$ cat config.mk
export PLATFORM = sky130hd
export DESIGN_NAME = nearest_point_symbol_slicer
export DESIGN_NICKNAME = d
export VERILOG_FILES = /design/src/hdl/nps_pkg.sv /design/src/hdl/nps_front.sv /design/src/hdl/nps_fifo.sv /design/src/hdl/nps_back.sv /design/src/hdl/nearest_point_symbol_slicer.sv
export SDC_FILE = /design/constraint.sdc
export NUM_CORES = 2
export LEC_CHECK = 0
export BUFFER_PORTS_ARGS = -buffer_cell sky130_fd_sc_hd__buf_2
export CAP_MARGIN = 20
export CORE_ASPECT_RATIO = 2
export CORE_MARGIN = 8
export CORE_UTILIZATION = 55
export CTS_CLUSTER_SIZE = 14
export DETAILED_ROUTE_END_ITERATION = 6
export GPL_TIMING_DRIVEN = 0
export PLACE_DENSITY = 0.72
export SYNTH_ARGS = -nofsm -noshare
export SYNTH_HDL_FRONTEND = slang
export SYNTH_SLANG_ARGS = --single-unit
$ cat constraint.sdc
create_clock -name clk -period 7.11 [get_ports clk]
set_clock_uncertainty 0.1 [all_clocks]
set_input_delay 0 -clock clk [delete_from_list [all_inputs] [get_ports clk]]
set_output_delay 0 -clock clk [all_outputs]
set_load 0.03 [all_outputs]
$ cat src/hdl/nps_pkg.sv
// ----------------------------------------------------------------------------
// nps_pkg: shared types and constants of the nearest-point symbol slicer
// Field widths of the ports, operation codes, back-end states and the
// register map of the configuration port.
// ----------------------------------------------------------------------------
package nps_pkg;

	localparam int FIELD_W = 16;  // coordinate fields on the ports
	localparam int IDX_W   = 4;   // entry_index and best_index
	localparam int SYM_W   = 8;   // symbol byte
	localparam int DIST_W  = 33;  // best_distance port
	localparam int CFG_W   = 5;   // points_in_use register
	localparam int APB_AW  = 3;
	localparam int APB_DW  = 32;

	typedef enum logic {
		OP_WRITE  = 1'b0,
		OP_DECODE = 1'b1
	} op_t;

	typedef enum logic [1:0] {
		ST_IDLE,
		ST_SCAN,
		ST_DRAIN,
		ST_RESULT
	} back_state_t;

	// register index is paddr[2]
	localparam logic REG_POINTS_IN_USE = 1'b0;

	localparam logic [CFG_W-1:0] POINTS_RESET = CFG_W'(1);

endpackage

$ cat src/hdl/nps_front.sv
// ----------------------------------------------------------------------------
// nps_front: input stage
// Accepts transactions, drops writes beyond the table, narrows coordinates
// and resolves the search range into a command for the queue.
// ----------------------------------------------------------------------------
module nps_front import nps_pkg::*; #(
	parameter int TABLE_DEPTH = 16,
	parameter int COORD_BITS  = 16,
	localparam int AW     = $clog2(TABLE_DEPTH),
	localparam int CMD_W  = 1 + 2 * AW + 2 * COORD_BITS + SYM_W
) (
	input  logic                      clk,
	input  logic                      arst_n,
	input  logic                      in_valid,
	output logic                      in_stall,
	input  logic                      func,
	input  logic        [IDX_W-1:0]   entry_index,
	input  logic signed [FIELD_W-1:0] entry_i,
	input  logic signed [FIELD_W-1:0] entry_q,
	input  logic        [SYM_W-1:0]   entry_symbol,
	input  logic signed [FIELD_W-1:0] sample_i,
	input  logic signed [FIELD_W-1:0] sample_q,
	input  logic        [CFG_W-1:0]   points_in_use,
	output logic                      cmd_valid,
	input  logic                      cmd_stall,
	output logic        [CMD_W-1:0]   cmd
);

	localparam int RAW_W = (COORD_BITS > FIELD_W) ? COORD_BITS : FIELD_W;

	logic                  v_s1;
	logic [CMD_W-1:0]      cmd_s1;
	logic                  accept;
	logic                  keep;
	op_t                   op_in;
	logic [FIELD_W-1:0]    sel_i;
	logic [FIELD_W-1:0]    sel_q;
	logic [RAW_W-1:0]      raw_i;
	logic [RAW_W-1:0]      raw_q;
	logic [AW-1:0]         last_idx;

	assign op_in    = op_t'(func);
	assign in_stall = v_s1 && cmd_stall;
	assign accept   = in_valid && !in_stall;

	// drop writes to slots past the table
	assign keep = (op_in == OP_DECODE) ||
		({{(32 - IDX_W){1'b0}}, entry_index} < 32'(TABLE_DEPTH));

	// the field is a raw bit pattern; keep its low COORD_BITS bits
	assign sel_i = (op_in == OP_WRITE) ? entry_i : sample_i;
	assign sel_q = (op_in == OP_WRITE) ? entry_q : sample_q;
	assign raw_i = RAW_W'(sel_i);
	assign raw_q = RAW_W'(sel_q);

	// clamp the search range to 1..TABLE_DEPTH
	always_comb begin
		if (points_in_use == '0) begin
			last_idx = '0;
		end else if ({{(32 - CFG_W){1'b0}}, points_in_use} > 32'(TABLE_DEPTH)) begin
			last_idx = AW'(TABLE_DEPTH - 1);
		end else begin
			last_idx = AW'(points_in_use - CFG_W'(1));
		end
	end

	always_ff @(posedge clk or negedge arst_n) begin
		if (!arst_n) begin
			v_s1 <= 1'b0;
		end else if (!v_s1 || !cmd_stall) begin
			v_s1 <= accept && keep;
		end
	end

	always_ff @(posedge clk) begin
		if (accept) begin
			cmd_s1 <= {func, AW'(entry_index), last_idx, raw_i[COORD_BITS-1:0],
				raw_q[COORD_BITS-1:0], entry_symbol};
		end
	end

	assign cmd_valid = v_s1;
	assign cmd       = cmd_s1;

endmodule

$ cat src/hdl/nps_fifo.sv
// ----------------------------------------------------------------------------
// nps_fifo: two-entry command queue
// Decouples the input stage from the table scan.
// ----------------------------------------------------------------------------
module nps_fifo import nps_pkg::*; #(
	parameter int WIDTH = 8
) (
	input  logic             clk,
	input  logic             arst_n,
	input  logic             push_valid,
	output logic             push_stall,
	input  logic [WIDTH-1:0] push_data,
	output logic             pop_valid,
	input  logic             pop_stall,
	output logic [WIDTH-1:0] pop_data
);

	logic [WIDTH-1:0] slot_q [2];
	logic             wr_ptr_q;
	logic             rd_ptr_q;
	logic [1:0]       count_q;
	logic             push;
	logic             pop;

	assign push_stall = (count_q == 2'd2);
	assign pop_valid  = (count_q != 2'd0);
	assign push       = push_valid && !push_stall;
	assign pop        = pop_valid && !pop_stall;
	assign pop_data   = slot_q[rd_ptr_q];

	always_ff @(posedge clk or negedge arst_n) begin
		if (!arst_n) begin
			wr_ptr_q <= 1'b0;
			rd_ptr_q <= 1'b0;
			count_q  <= 2'd0;
		end else begin
			if (push) begin
				wr_ptr_q <= !wr_ptr_q;
			end
			if (pop) begin
				rd_ptr_q <= !rd_ptr_q;
			end
			if (push && !pop) begin
				count_q <= count_q + 2'd1;
			end else if (pop && !push) begin
				count_q <= count_q - 2'd1;
			end
		end
	end

	always_ff @(posedge clk) begin
		if (push) begin
			slot_q[wr_ptr_q] <= push_data;
		end
	end

endmodule

$ cat src/hdl/nps_back.sv
// ----------------------------------------------------------------------------
// nps_back: table and nearest-point search
// Executes queued commands: writes a table slot, or scans the slots one a
// cycle through a distance pipeline and holds the result in an output
// register.
// ----------------------------------------------------------------------------
module nps_back import nps_pkg::*; #(
	parameter int TABLE_DEPTH = 16,
	parameter int COORD_BITS  = 16,
	localparam int AW     = $clog2(TABLE_DEPTH),
	localparam int CMD_W  = 1 + 2 * AW + 2 * COORD_BITS + SYM_W
) (
	input  logic               clk,
	input  logic               arst_n,
	input  logic               cmd_valid,
	output logic               cmd_stall,
	input  logic [CMD_W-1:0]   cmd,
	output logic               out_valid,
	input  logic               out_stall,
	output logic [SYM_W-1:0]   symbol,
	output logic [IDX_W-1:0]   best_index,
	output logic [DIST_W-1:0]  best_distance
);

	localparam int C        = COORD_BITS;
	localparam int MEM_W    = 2 * C + SYM_W;
	localparam int SQ_W     = 2 * C;
	localparam int D_W      = 2 * C + 1;
	localparam int SYM_LSB  = 0;
	localparam int CQ_LSB   = SYM_W;
	localparam int CI_LSB   = CQ_LSB + C;
	localparam int LAST_LSB = CI_LSB + C;
	localparam int ADDR_LSB = LAST_LSB + AW;
	localparam int OP_BIT   = ADDR_LSB + AW;

	// command fields
	op_t              cmd_op;
	logic [AW-1:0]    cmd_addr;
	logic [AW-1:0]    cmd_last;
	logic [C-1:0]     cmd_ci;
	logic [C-1:0]     cmd_cq;
	logic [SYM_W-1:0] cmd_sym;

	assign cmd_op   = op_t'(cmd[OP_BIT]);
	assign cmd_addr = cmd[ADDR_LSB +: AW];
	assign cmd_last = cmd[LAST_LSB +: AW];
	assign cmd_ci   = cmd[CI_LSB +: C];
	assign cmd_cq   = cmd[CQ_LSB +: C];
	assign cmd_sym  = cmd[SYM_LSB +: SYM_W];

	back_state_t state_q;
	back_state_t state_nxt;

	logic mem_we;
	logic start;
	logic rd_issue;
	logic out_load;

	logic [MEM_W-1:0] table_mem [TABLE_DEPTH];

	logic [C-1:0]  samp_i_q;
	logic [C-1:0]  samp_q_q;
	logic [AW-1:0] last_q;
	logic [AW-1:0] k_q;

	// stage 1: table read
	logic             v_s1, first_s1, last_s1;
	logic [AW-1:0]    idx_s1;
	logic [MEM_W-1:0] rd_s1;
	// stage 2: distance magnitudes
	logic             v_s2, first_s2, last_s2;
	logic [AW-1:0]    idx_s2;
	logic [SYM_W-1:0] sym_s2;
	logic [C-1:0]     mag_i_s2, mag_q_s2;
	// stage 3: squares
	logic             v_s3, first_s3, last_s3;
	logic [AW-1:0]    idx_s3;
	logic [SYM_W-1:0] sym_s3;
	logic [SQ_W-1:0]  sq_i_s3, sq_q_s3;

	logic [D_W-1:0]   best_dist_q;
	logic [AW-1:0]    best_idx_q;
	logic [SYM_W-1:0] best_sym_q;

	logic             out_valid_q;
	logic [SYM_W-1:0] out_sym_q;
	logic [IDX_W-1:0] out_idx_q;
	logic [DIST_W-1:0] out_dist_q;

	logic [C-1:0] rd_i, rd_q;
	logic [C:0]   diff_i, diff_q;
	logic [C:0]   abs_i, abs_q;
	logic [D_W-1:0] dist_sum;
	logic           better;

	// ---------------- control ----------------
	always_comb begin
		state_nxt = state_q;
		case (state_q)
			ST_IDLE: begin
				if (cmd_valid && cmd_op == OP_DECODE) begin
					state_nxt = ST_SCAN;
				end
			end
			ST_SCAN: begin
				if (k_q == last_q) begin
					state_nxt = ST_DRAIN;
				end
			end
			ST_DRAIN: begin
				if (v_s3 && last_s3) begin
					state_nxt = ST_RESULT;
				end
			end
			ST_RESULT: begin
				if (!out_valid_q || !out_stall) begin
					state_nxt = ST_IDLE;
				end
			end
			default: state_nxt = ST_IDLE;
		endcase
	end

	always_comb begin
		mem_we   = 1'b0;
		start    = 1'b0;
		rd_issue = 1'b0;
		out_load = 1'b0;
		case (state_q)
			ST_IDLE: begin
				mem_we = cmd_valid && (cmd_op == OP_WRITE);
				start  = cmd_valid && (cmd_op == OP_DECODE);
			end
			ST_SCAN: begin
				rd_issue = 1'b1;
			end
			ST_DRAIN: begin
			end
			ST_RESULT: begin
				out_load = !out_valid_q || !out_stall;
			end
			default: begin
			end
		endcase
	end

	assign cmd_stall = (state_q != ST_IDLE);

	always_ff @(posedge clk or negedge arst_n) begin
		if (!arst_n) begin
			state_q <= ST_IDLE;
			k_q     <= '0;
			v_s1    <= 1'b0;
			v_s2    <= 1'b0;
			v_s3    <= 1'b0;
		end else begin
			state_q <= state_nxt;
			if (start) begin
				k_q <= '0;
			end else if (rd_issue) begin
				k_q <= k_q + AW'(1);
			end
			v_s1 <= rd_issue;
			v_s2 <= v_s1;
			v_s3 <= v_s2;
		end
	end

	always_ff @(posedge clk) begin
		if (start) begin
			samp_i_q <= cmd_ci;
			samp_q_q <= cmd_cq;
			last_q   <= cmd_last;
		end
	end

	// ---------------- point table ----------------
	always_ff @(posedge clk) begin
		if (mem_we) begin
			table_mem[cmd_addr] <= {cmd_ci, cmd_cq, cmd_sym};
		end
	end

	always_ff @(posedge clk) begin
		if (rd_issue) begin
			rd_s1 <= table_mem[k_q];
		end
	end

	always_ff @(posedge clk) begin
		first_s1 <= (k_q == '0);
		last_s1  <= (k_q == last_q);
		idx_s1   <= k_q;
	end

	// ---------------- distance pipeline ----------------
	assign rd_i   = rd_s1[CI_LSB - SYM_W + SYM_W +: C];
	assign rd_q   = rd_s1[SYM_W +: C];
	assign diff_i = {rd_i[C-1], rd_i} - {samp_i_q[C-1], samp_i_q};
	assign diff_q = {rd_q[C-1], rd_q} - {samp_q_q[C-1], samp_q_q};
	assign abs_i  = diff_i[C] ? ((C+1)'(0) - diff_i) : diff_i;
	assign abs_q  = diff_q[C] ? ((C+1)'(0) - diff_q) : diff_q;

	always_ff @(posedge clk) begin
		mag_i_s2 <= abs_i[C-1:0];
		mag_q_s2 <= abs_q[C-1:0];
		sym_s2   <= rd_s1[SYM_W-1:0];
		idx_s2   <= idx_s1;
		first_s2 <= first_s1;
		last_s2  <= last_s1;
	end

	always_ff @(posedge clk) begin
		sq_i_s3  <= mag_i_s2 * mag_i_s2;
		sq_q_s3  <= mag_q_s2 * mag_q_s2;
		sym_s3   <= sym_s2;
		idx_s3   <= idx_s2;
		first_s3 <= first_s2;
		last_s3  <= last_s2;
	end

	// strict compare keeps the lower slot on a tie
	assign dist_sum = D_W'(sq_i_s3) + D_W'(sq_q_s3);
	assign better   = v_s3 && (first_s3 || (dist_sum < best_dist_q));

	always_ff @(posedge clk) begin
		if (better) begin
			best_dist_q <= dist_sum;
			best_idx_q  <= idx_s3;
			best_sym_q  <= sym_s3;
		end
	end

	// ---------------- output register ----------------
	always_ff @(posedge clk or negedge arst_n) begin
		if (!arst_n) begin
			out_valid_q <= 1'b0;
		end else if (out_load) begin
			out_valid_q <= 1'b1;
		end else if (!out_stall) begin
			out_valid_q <= 1'b0;
		end
	end

	always_ff @(posedge clk) begin
		if (out_load) begin
			out_sym_q  <= best_sym_q;
			out_idx_q  <= IDX_W'(best_idx_q);
			out_dist_q <= DIST_W'(best_dist_q);
		end
	end

	assign out_valid     = out_valid_q;
	assign symbol        = out_sym_q;
	assign best_index    = out_idx_q;
	assign best_distance = out_dist_q;

	// ---------------- assertions ----------------
	a_scan_in_range: assert property (@(posedge clk) disable iff (!arst_n)
		(state_q == ST_SCAN) |-> (k_q <= last_q))
		else $error("scan index ran past the last slot");

	a_idle_pipe_empty: assert property (@(posedge clk) disable iff (!arst_n)
		(state_q == ST_IDLE) |-> (!v_s1 && !v_s2 && !v_s3))
		else $error("distance pipeline busy while idle");

	a_last_in_drain: assert property (@(posedge clk) disable iff (!arst_n)
		(v_s3 && last_s3) |-> (state_q == ST_DRAIN))
		else $error("last slot left the pipeline outside drain");

	a_result_loaded: assert property (@(posedge clk) disable iff (!arst_n)
		out_load |=> (out_valid_q && state_q == ST_IDLE))
		else $error("result not presented after load");

endmodule

$ cat src/hdl/nearest_point_symbol_slicer.sv
// ----------------------------------------------------------------------------
// nearest_point_symbol_slicer: minimum-distance constellation slicer
// Hard-decision symbol decoder over a loadable table of Q1.15 points.
// ----------------------------------------------------------------------------
// Usage:
//   Input channel (in_valid/in_stall) carries one transaction per item.
//   func = write loads slot entry_index with entry_i, entry_q and
//   entry_symbol; writes to slots past the table are dropped. func = decode
//   searches slots 0..N-1 (N as below) for the point nearest to
//   (sample_i, sample_q) and returns its symbol, slot and squared distance
//   on the output channel (out_valid/out_stall). Equal distances keep the
//   lower slot. Every slot searched must have been written since reset.
//   The back end takes a write while idle; a decode holds it through the
//   scan of slots 0..N-1, the pipeline drain and the result load, N being
//   points_in_use clamped to 1..TABLE_DEPTH; the single read port of the
//   point table, scanned one slot a cycle, sets this.
//   A two-entry queue and the input register keep taking transactions while
//   a scan runs; in_stall rises only when both are full. A stalled result
//   holds in the output register while the next scan proceeds.
//   Reset clears all control state and sets points_in_use to 1; the table
//   contents are undefined until written. Write points_in_use (APB, offset
//   0) only while the block is idle.
// ----------------------------------------------------------------------------
module nearest_point_symbol_slicer import nps_pkg::*; #(
	parameter int TABLE_DEPTH = 16,
	parameter int COORD_BITS  = 16
) (
	input  logic                      clk,
	input  logic                      arst_n,
	// APB configuration port
	input  logic                      psel,
	input  logic                      penable,
	input  logic                      pwrite,
	input  logic        [APB_AW-1:0]  paddr,
	input  logic        [APB_DW-1:0]  pwdata,
	output logic        [APB_DW-1:0]  prdata,
	output logic                      pready,
	// input channel
	input  logic                      in_valid,
	output logic                      in_stall,
	input  logic                      func,
	input  logic        [IDX_W-1:0]   entry_index,
	input  logic signed [FIELD_W-1:0] entry_i,
	input  logic signed [FIELD_W-1:0] entry_q,
	input  logic        [SYM_W-1:0]   entry_symbol,
	input  logic signed [FIELD_W-1:0] sample_i,
	input  logic signed [FIELD_W-1:0] sample_q,
	// output channel
	output logic                      out_valid,
	input  logic                      out_stall,
	output logic        [SYM_W-1:0]   symbol,
	output logic        [IDX_W-1:0]   best_index,
	output logic        [DIST_W-1:0]  best_distance
);

	localparam int AW    = $clog2(TABLE_DEPTH);
	localparam int CMD_W = 1 + 2 * AW + 2 * COORD_BITS + SYM_W;

	logic [CFG_W-1:0] points_q;
	logic             cfg_wr;
	logic             reg_sel;

	logic             fq_valid;
	logic             fq_stall;
	logic [CMD_W-1:0] fq_cmd;
	logic             qb_valid;
	logic             qb_stall;
	logic [CMD_W-1:0] qb_cmd;

	// APB: zero-wait, register index taken from paddr[2]
	assign pready  = 1'b1;
	assign reg_sel = paddr[2];
	assign cfg_wr  = psel && penable && pwrite && pready &&
		(reg_sel == REG_POINTS_IN_USE);

	always_ff @(posedge clk or negedge arst_n) begin
		if (!arst_n) begin
			points_q <= POINTS_RESET;
		end else if (cfg_wr) begin
			points_q <= pwdata[CFG_W-1:0];
		end
	end

	// return the register; unmapped offsets read zero
	assign prdata = (reg_sel == REG_POINTS_IN_USE) ? APB_DW'(points_q) : '0;

	// front end: accept, classify, drop out-of-range writes
	nps_front #(
		.TABLE_DEPTH (TABLE_DEPTH),
		.COORD_BITS  (COORD_BITS)
	) u_front (
		.clk           (clk),
		.arst_n        (arst_n),
		.in_valid      (in_valid),
		.in_stall      (in_stall),
		.func          (func),
		.entry_index   (entry_index),
		.entry_i       (entry_i),
		.entry_q       (entry_q),
		.entry_symbol  (entry_symbol),
		.sample_i      (sample_i),
		.sample_q      (sample_q),
		.points_in_use (points_q),
		.cmd_valid     (fq_valid),
		.cmd_stall     (fq_stall),
		.cmd           (fq_cmd)
	);

	// queue: lets the front keep accepting during a scan
	nps_fifo #(
		.WIDTH (CMD_W)
	) u_queue (
		.clk        (clk),
		.arst_n     (arst_n),
		.push_valid (fq_valid),
		.push_stall (fq_stall),
		.push_data  (fq_cmd),
		.pop_valid  (qb_valid),
		.pop_stall  (qb_stall),
		.pop_data   (qb_cmd)
	);

	// back end: table writes, slot scan, result register
	nps_back #(
		.TABLE_DEPTH (TABLE_DEPTH),
		.COORD_BITS  (COORD_BITS)
	) u_back (
		.clk           (clk),
		.arst_n        (arst_n),
		.cmd_valid     (qb_valid),
		.cmd_stall     (qb_stall),
		.cmd           (qb_cmd),
		.out_valid     (out_valid),
		.out_stall     (out_stall),
		.symbol        (symbol),
		.best_index    (best_index),
		.best_distance (best_distance)
	);

endmodule

==> results by group <==
Finish
  – Fillers: 7523
  – Final #Nets: 5070
  – Area growth syn-to-layout: 14.09%
  – Non-Filler Cell Area, Final: 65060 um^2
  – Layout cells sized above 1: between 15 and 20%

Timing
  – Final setup margin: 271.6 ps
  – Worst-Margin Slew: 1049 ps
  – Final Hold Violating Endpoints: 0
  – Final slew viol count: 0
  – Slew HR: 30.09%
  – Setup violators final: 0
  – Worst hold slack: 58.75 ps
  – Min Clock Period, post-route: 6838 ps
  – Fin crit share: 96.18%
  – Top achievable clock speed: between 100 and 150 MHz

Floorplan
  – Core area: 103200 um^2
  – Die ar.: 114900 um^2
  – Chip Width: about 240 um
  – I/O pins: between 150 and 200
  – Rows: 167
  – Die Span Y: 471.4 um
  – Initial Utilization: 55.25%

Logic synthesis
  – Synth area leader: edfxtp_1
  – Ys flop type: edfxtp_1
  – Mapped Area: 57030 um^2
  – Syn Area/Cell: 14.77 um^2
  – Top cells by count, synth: edfxtp_1 (953), inv_1 (595), fa_1 (327)
  – Yosys warnings: 0
  – Sequential area share after synthesis: a little under three fifths
  – Top cells by area, synth: edfxtp_1 (50%), fa_1 (11%), mux4_2 (7.9%), ha_1 (6.8%), dfxtp_1 (4.5%)
  – Yosys cell types: 83
  – EDFF count, synth: between 900 and 1000
  – Count leader, synth: edfxtp_1
  – FFs w/ async S/R, synth: between 1.5 and 2%
  – Mapped Cells: 3861
  – Yosys reg bits: 1101
  – Synth top area share: 50.18%

GRT
  – First-pass GRT wire length: 195300 um
  – Vias in the first global route: roughly 36000
  – GR Util All Layers: 22.21%
  – Largest net degree at the start of global routing: 47
  – Antenna violations before repair: 1
  – Congestion Overflow GR: 0

Route
  – DRT iter0 DRCs: between 1500 and 2000
  – Met3 WL post-DR: roughly 5500 um
  – Via/cell ratio: 5.601
  – Uppermost layer routed: met4
  – DRC errors left: 0
  – Via count: 32080
  – Met2 WL: 73360 um
  – Post-DRT Antenna Nets: 0
  – WL met1: 40330 um
  – First-pass DRT Iterations: 5
  – Routed WL: 126400 um
  – Routed WL per cell: between 20 and 25 um

Critical path
  – Worst setup EP type: register
  – WS Path Type: reg2reg
  – Arrival @ worst endpoint: 7320 ps
  – Critical path required time: 7590 ps
  – Critical Path Fanout Max: 10
  – Critical path launch point type: register

Clocking
  – CTS Buf Count: 95
  – CTS clk-pin slew, worst paths: ~60 ps
  – CTS root buf: clkbuf_16
  – Clock Sinks: roughly 1100
  – Clock Tree Buf Depth: 3
  – CTS tree: done
  – Worst-skew pair later-pin latency: 700 ps
  – Htree depth: 3

Job
  – Max Cap Viol: 0

Placed design
  – Final GP Congestion: roughly 0.91
  – Buffers added on ports: 141
  – Placed cell area: 60420 um^2
  – Pre-CTS setup slack: -417.3 ps
  – Hpwl dp: 91920 um

Worst hold path
  – HP Class: in2reg

Status
  – Status: finished, final reports clean
-- sequential cells by signal, indices dropped and copies added, names as in the netlist, 5 cells and up --
name,flops
u_back.table_mem,640
u_queue.slot_q,98
u_front.cmd,49
u_back.rd_s1,40
u_back.best_dist_q,33
u_back.best_distance,33
u_back.sq_i_s3,31
u_back.sq_q_s3,31
u_back.mag_i_s2,16
u_back.mag_q_s2,16
u_back.samp_i_q,16
u_back.samp_q_q,16
u_back.best_sym_q,8
u_back.sym_s2,8
u_back.sym_s3,8
u_back.symbol,8
points_q,5
-- area by class of cell --
type | instances | area [um^2] | share of cell area, %
diodes | 1 | 2.502 | 0.003846
plain buffers | 126 | 646.9 | 0.9942
clock buffers | 128 | 2535 | 3.896
clock inverters | 27 | 346.6 | 0.5327
inverters | 595 | 2233 | 3.433
multi-input cells | 2059 | 22840 | 35.10
flip-flops and latches | 1101 | 31690 | 48.71
well taps | 1352 | 1692 | 2.600
repair buffers | 338 | 3074 | 4.725
-- layout by cell type (no fill, tap or decap), types with 18 or more instances in the layout --
master         Yosys  final
buf_12             0     20
nor2b_1           21     21
and2_1            80     79
nand2b_1          18     18
clkbuf_1          85     78
mux2_2            86     86
mux4_2           200    200
nor3_1            30     30
dlygate4sd3_1      0    160
clkbuf_16          0     95
o21a_1            23     23
ha_1             308    306
inv_1            595    595
nor2_4             0     18
buf_4             28     35
o21ai_0           43     42
xnor2_1           99     99
nor2_1           165    146
nand4_1           22     22
nand2_1          202    202
a21oi_1           90     89
buf_2              0    146
a21o_1            65     65
edfxtp_1         953    953
xor2_1            47     47
dfrtp_1           19     19
nand3_1           22     22
dfxtp_1          128    118
conb_1             2     28
buf_1             18     19
fa_1             327    327
-- stage by stage --
stage	instances	setup TNS, ps	util, %
after floorplan	3887	0	-
after global placement	5380	-58580	57.67
after detailed placement	5413	-3450	58.53
after CTS	5724	0	62.92
after global routing	5727	-5.449	63.03
final	5727	0	63.03
-- timing repair --
action / 4_1_cts / 5_1_grt
hold buffers: 160 / 0
cloned: 0 / 0
endpoints found under the hold margin: 142 / 0
buffers inserted: 0 / 0
endpoints found under the setup margin: 18 / 13
resized for setup: 28 / 61
-- worst paths after layout --
kind                                         start            endpoint  slack, ps  cells after the start
worst max-delay path            u_back.mag_q_s2[5]  u_back.sq_q_s3[28]        270                     22
worst min register to register    u_back.idx_s2[2]    u_back.idx_s3[2]        220                      0
max in group asynchronous                   arst_n         u_back.v_s1       5520                      5
min in group asynchronous                   arst_n         points_q[0]        220                      3
worst max register to register  u_back.mag_q_s2[5]  u_back.sq_q_s3[28]        270                     22
worst min-delay path                   sample_i[5]     u_front.cmd[29]         60                      3
-- cells by family (layout without fill, tap and decap cells) --
| logic type | count (synthesis) | in the layout | synth area share, % |
|---|---|---|---|
| buffers and inverters | 727 | 1214 | 4.982 |
| DFF | 1101 | 1101 | 55.55 |
| AOI/OAI and AO/OA | 342 | 342 | 4.125 |
| other | 2 | 29 | 0.01317 |
| xor gates and xnor gates | 146 | 146 | 2.242 |
| adders and majority gates | 635 | 635 | 18.24 |
| muxes | 294 | 294 | 9.737 |
| and+or+nand+nor | 614 | 614 | 5.112 |
-- worst max-delay path: stages (launching register included) --
cell and delay [ps]:
dfxtp_1 550, buf_2 360, nand2_1 150, fa_1 520, inv_1 50, fa_1 490
inv_1 50, fa_1 520, inv_1 50, fa_1 420, fa_1 530, inv_1 50
fa_1 480, inv_1 50, ha_1 360, a211o_1 320, a21oi_1 180, o21ai_0 130
a21o_1 210, o41a_1 420, a221oi_4 360, nor3_1 90, a311o_1 280
-- per-layer routing --
metal,vias to the layer above,GRT usage (%)
met3,364,2.814
met1,16250,21.55
met4,0,12.30
met2,998,44.06
met5,-,0
li1,14470,-
Power is left out: the tool's default activity adds up to more than one toggle a clock period on the data nets, which glitch-free logic cannot reach.
